===== src/rtl/jhpr_ram.sv =====
// ----------------------------------------------------------------------------
// Generic RAM
// One write port, one read port, registered read data.
// ----------------------------------------------------------------------------
module jhpr_ram #(
    parameter int WIDTH = 8,
    parameter int DEPTH = 16
) (
    input  logic                     i_clk,
    input  logic                     i_we,
    input  logic [$clog2(DEPTH)-1:0] i_waddr,
    input  logic [WIDTH-1:0]         i_wdata,
    input  logic [$clog2(DEPTH)-1:0] i_raddr,
    output logic [WIDTH-1:0]         o_rdata
);

    logic [WIDTH-1:0] r_mem [DEPTH];
    logic [WIDTH-1:0] r_rdata;

    always_ff @(posedge i_clk) begin
        if (i_we) begin
            r_mem[i_waddr] <= i_wdata;
        end
        r_rdata <= r_mem[i_raddr];
    end

    assign o_rdata = r_rdata;

endmodule


===== config.mk =====
export PLATFORM = sky130hd
export DESIGN_NAME = jhpr_ram
export DESIGN_NICKNAME = d
export VERILOG_FILES = /design/src/rtl/jhpr_ram.sv
export SDC_FILE = /design/constraint.sdc
export NUM_CORES = 1
export LEC_CHECK = 0
export ABC_AREA = 0
export ABC_CLOCK_PERIOD_IN_PS = 3000
export BUFFER_PORTS_ARGS = -buffer_cell sky130_fd_sc_hd__buf_2
export CAP_MARGIN = 25
export CORE_ASPECT_RATIO = 0.5
export CORE_UTILIZATION = 40
export DETAILED_ROUTE_END_ITERATION = 7
export GPL_ROUTABILITY_DRIVEN = 0
export PLACE_DENSITY = 0.62
export SLEW_MARGIN = 20
export SYNTH_ARGS = -nofsm -noshare
export SYNTH_HDL_FRONTEND = slang
export SYNTH_SLANG_ARGS = --single-unit

===== constraint.sdc =====
create_clock -name i_clk -period 3 [get_ports i_clk]
set_input_delay 0.3 -clock i_clk [delete_from_list [all_inputs] [get_ports i_clk]]
set_output_delay 0.3 -clock i_clk [all_outputs]
set_load 0.01 [all_outputs]

==> metrics.md, run 1 <==
| Metric | Value |
|---|---|
| Sequential area share after synthesis | 77.8% |
| Synth top area cells | edfxtp_1, mux4_2, mux4_1 |
| Launch point of the worst reg-to-reg path | r_mem[5][3] |
| DRT Pass-1 Iters | 4 |
| Crit path DAT | between 1500 and 2000 ps |
| DR DRC count | 0 |
| Pre-CTS setup slack | 915 ps |
| Area after DPL | ~5400 um2 |
| Starting DRT DRC Count | 245 |
| Yosys cell types | 19 |
| Initial antenna violation count | 0 |
| Fill cells | 951 |
| Latest clock arrival within the worst-skew pair | approximately 410 ps |
| Synth top cells by count | edfxtp_1, mux4_2, a22oi_1, mux4_1, nor2_1 |
| Synth Area in XOR/XNOR | 0% |
| CP required | 3290 ps |
| Via/cell ratio | between 5 and 6 |
| Fin cells | ~450 |
| Hold Path Origin | i_wdata[0] |
| CTS Buf Count | 17 |
| Synthesized area | about 5000 um2 |
| Adder-Cell Fraction of Synth Area | 0% |
| Hold buffers post-CTS | 0 |
| Synthesis Warnings | 0 |
| Largest family of logic cells by synthesized area | multiplexers |
| Async SR Flop Fraction | 0% |
| Largest net degree at the start of global routing | 33 |
| Syn_nets | 247 |
| Final Skew | roughly 10 ps |
| Worst hold path type | primary input to flip-flop |
| P_leak | 2.00 nW |
| Final WL | 9960 um |
| Die width | 162 um |
| Post-Synth Simple-Gate Area | 3.18% |
| First-pass GRT wire length | 14700 um |
| Worst Setup End Kind | flip-flop |
| Layout cells sized above 1 | ~28% |
| Pins over their slew limit | 0 |
| Register area | about 4000 um2 |
| Max incr delay on CP | 530 ps |
| Outcome | finished clean |
| Relative slew slack | 33.9% |
| Cell taking the most area after synthesis | edfxtp_1 |
| Vias in the first global route | 2387 |
| TNS Setup | 0 ps |
| Synth Area per Inst | 22.5 um2 |
| Core area | approximately 12000 um2 |
| Fin crit share | 55.7% |
| GRT Overall Usage | 16.5% |
| Clock sinks | 136 |
| CP Max Fanout | 16 |
| Fin area | 6000 um2 |
| Pwr/cell area | between 700 and 800 nW/um2 |
| Worst path cell trace | buf_2, buf_4, mux4_2, a22oi_1, nand2_1 |
| N_diodes | 0 |
| Final setup margin | roughly 1300 ps |
| Synth Register Bits | 136 |
| Fmax | 0.599 GHz |
| CTS tree | done |
| DP Cell Count | slightly above 400 |
| Slew @ Worst Pin | 988 ps |
| Synth Area in Compound Gates | 2.33% |
| WL/cell | 22.3 um |
| Post-DP HPWL | 6180 um |
| Critical path origin | i_raddr[0] |
| Area share of the largest cell type after synthesis | 74.7% |
| DIE AREA | 13400 um2 |
| CP Class | primary input to flip-flop |
| Via count | 2367 |
| RSZ-0062 raised after global routing | false |
| Slowest cell on crit path | mux4_2 |
| H-tree depth | 4 |
| Clk slew on worst S/H paths | 60 ps |
| Post-route ant nets | 0 |
| Count leader, synth | edfxtp_1 |
| Post_cts resized | 0 |
| Die Y | just over 80 um |
| Post-CTS Setup Repair Bufs | 0 |
| IR drop worst, VDD | 0.323 mV |
| # rows | 28 |
| Critical Path Start Type | primary input |
| Hold_ws | between 200 and 300 ps |
| Finished Core Util | 49.4% |
| Endpoints failing setup | 0 |
| Maximum clock path buffer count | 2 |
| Area Overhead vs Synth | 16.6% |
| R2R setup slack | 1550 ps |
| Multiplexer area fraction after synthesis | 15.0% |
| Tmin final | 1670 ps |
| Number of max-cap violations | 0 |
| Final Hold Viols | 0 |
| Power, Total | roughly 4.3 mW |
| # nets final | ~290 |
| EDFF count, synth | 128 |
| Mapped Cells | ~230 |
| Clk root buf | clkbuf_16 |
| Port Buffers | 25 |
| IO Count | 26 |
| Initial core utilization | 42.3% |
| Synth Flop Type | edfxtp_1 |
| Area occupied by multi-input gates | 1060 um2 |
| Gr ovfl total | 0 |
[routing by layer]
layer / up-vias / global-route usage [%] / share of wire (%) / routed length, um
met2: 62 / 24.8 / 47 / 4680
met1: 1240 / 22.2 / 46 / 4590
li1: 1054 / - / - / -
met3: 11 / 4.55 / 5.4 / 540
met5: - / 0 / 0 / 0
met4: 0 / 9.06 / 1.4 / 140
[registers in the layout, summed over array words and instances (netlist names)]
signal / cells
r_mem: 128
o_rdata: 8
[layout by cell type, fill, tap and decap left out, types with 3 or more instances in the layout]
cell / count
mux4_2: 18
clkbuf_1: 3
a22oi_1: 16
buf_4: 6
clkinv_2: 5
clkbuf_8: 4
clkbuf_16: 17
nor3_1: 4
buf_2: 25
mux4_1: 14
nand2_1: 9
edfxtp_1: 128
nor2_1: 13
dfxtp_1: 8
[final timing paths]
| kind | to | depth (start not counted) |
|---|---|---|
| min | r_mem[8][0] | 1 |
| max | o_rdata[7] | 5 |
| max reg2reg | o_rdata[3] | 3 |
| min reg2reg | o_rdata[4] | 3 |
[kinds of logic (layout without fill, tap and decap cells)]
group	count (synthesis)	in the layout
compound gates	16	16
buf+inv	10	63
flops	136	136
mux	32	32
simple gates	35	35
[layout make-up]
| class | instances | share of cell area, % |
|---|---|---|
| sequential | 136 | 66.7 |
| multi-input combinational | 83 | 17.6 |
| clock buffer | 24 | 8.19 |
| tap | 165 | 3.44 |
| timing repair buffer | 31 | 2.84 |
| clock inverter | 8 | 1.19 |
[critical path: cells and delay by family]
family	cells	cell delay (ps)
simple gates	1	80
buf+inv	2	720
compound gates	1	310
mux	1	530
[report_power, final]
part | internal [mW] | switching, mW
clock network | 1.22 | 0.726
logic | 0.0783 | 0.114
registers | 2.13 | 0.0127
total | 3.42 | 0.853
No activity file was read; power rests on OpenSTA's default activity.
==> run 2: changes to the inputs <==
ABC_CLOCK_PERIOD_IN_PS = 1500   (was 3000)
PLACE_DENSITY = 0.64   (was 0.62)
clock period = 1.5 ns   (was 3 ns; I/O delays follow)
==> run 2 against run 1 <==
Sequential power is 100% higher. Sequential cell count did not move. Utilization increased by 1.8 points. Critical endpoint is now o_rdata[3]. Setup slack worse by 1300 ps. Cell area rose by 3.7%.
==> metrics.md, run 2 (synthesis gave the netlist of run 1 again) <==
| Metric | Value |
|---|---|
| Hold_ws | 131 ps |
| Most frequent cells in the layout | edfxtp_1, buf_2, buf_4 |
| First-pass GRT wire length | 15000 um |
| Pre-CTS setup slack | -145 ps |
| Initial core utilization | between 40% and 50% |
| Clk root buf | clkbuf_16 |
| Area Overhead vs Synth | 20.9% |
| Critical Path Start Type | flip-flop |
| Port Buffers | 25 |
| Fill cells | slightly above 900 |
| Fmax | 0.683 GHz |
| Die Y | approximately 82 um |
| IO Count | 26 |
| Initial antenna violation count | 0 |
| Final Hold Viols | 0 |
| TNS Setup | 0 ps |
| Layout cells sized above 1 | about a third |
| GR Util met3 | 5.79% |
| CTS Buf Count | 17 |
| Global route hottest layer | met2 |
| Commonest non-fill, non-tap cell in the layout | edfxtp_1 |
| DR DRC count | 0 |
| Number of max-cap violations | 0 |
| Tmin final | roughly 1500 ps |
| Final Skew | 4.78 ps |
| Finished Core Util | 51.2% |
| CP Max Fanout | 1 |
| Pins over their slew limit | 0 |
| Post_cts resized | 0 |
| Final setup margin | roughly 36 ps |
| # nets final | 305 |
| Via/cell ratio | 5.38 |
| Post-DP HPWL | 6340 um |
| Relative slew slack | a little under half |
| Starting DRT DRC Count | 282 |
| H-tree depth | 4 |
| Core area | between 10000 and 15000 um2 |
| # rows | 28 |
| Fin crit share | a little over nine tenths |
| RSZ-0062 raised after global routing | false |
| Via count | approximately 2500 |
| N_diodes | 0 |
| Hold buffers post-CTS | 0 |
| Post-CTS Setup Repair Bufs | 0 |
| Latest clock arrival within the worst-skew pair | 410 ps |
| Die width | 162 um |
| Met1 usage | 20.6% |
| P_leak | 2.12 nW |
| Pwr/cell area | 1440 nW/um2 |
| DRT Pass-1 Iters | 5 |
| IR drop worst, VDD | approximately 0.76 mV |
| Crit path DAT | 1750 ps |
| CP Class | flip-flop to flip-flop |
| Worst hold path type | primary input to flip-flop |
| Endpoints failing setup | 0 |
| GRT Overall Usage | about 17% |
| CTS tree | done |
| Largest Register | r_mem |
| DIE AREA | 13400 um2 |
| Maximum clock path buffer count | 2 |
| Power, Total | 8.96 mW |
| Largest net degree at the start of global routing | 31 |
| Outcome | finished clean |
| Clk slew on worst S/H paths | 60 ps |
| Gr ovfl total | 0 |
| CP required | roughly 1800 ps |
| Vias in the first global route | 2508 |
| Slew @ Worst Pin | between 700 and 800 ps |
| WL/cell | 21.4 um |
| Final WL | 9950 um |
| Post-route ant nets | 0 |
| Clock sinks | 136 |
| Worst Setup End Kind | flip-flop |
| Number of flip-flops in the largest register | 128 |
| GR Util met2 | 26.9% |
==> run 2: path summary, 6_finish.rpt <==
| check | startpoint | to | slack [ps] | cells after the start |
|---|---|---|---|---|
| worst max-delay path | r_mem[1][3] | o_rdata[3] | 40 | 3 |
| worst min-delay path | i_wdata[2] | r_mem[12][2] | 130 | 1 |
| worst max register to register | r_mem[1][3] | o_rdata[3] | 40 | 3 |
| worst min register to register | r_mem[8][4] | o_rdata[4] | 680 | 3 |
==> run 2: cell type report <==
type | instances | area, um2 | area share, %
repair buffers | 49 | 330 | 5.31
clock buffers | 19 | 443 | 7.12
multi-input cells | 83 | 1060 | 17.1
flip-flops and latches | 136 | 4000 | 64.3
clock inverters | 13 | 178 | 2.85
well taps | 165 | 206 | 3.32
==> run 2: critical path, stage by stage (launching register included) <==
cell and delay [ps]:
edfxtp_1 360, mux4_1 510, a22oi_1 380, nand2_1 100
==> run 2: where the power goes <==
part	internal (mW)	leakage, nW	switching [mW]	total, mW
combinational	0.180	0.605	0.236	0.417
sequential	4.25	1.22	0.0241	4.27
clock	2.81	0.291	1.46	4.27
==> run 2: per-stage QoR <==
stage	cells	instance area, um2
2_1_floorplan	229	5150
3_3_place_gp	433	5600
3_5_place_dp	433	5600
4_1_cts	465	6220
5_1_grt	465	6220
6_report	465	6220
==> run 2: routing by layer <==
layer,routed length [um],vias to the layer above
li1,-,1095
met1,4230,1301
met2,4830,98
met3,770,10
met4,118,0
met5,0,-
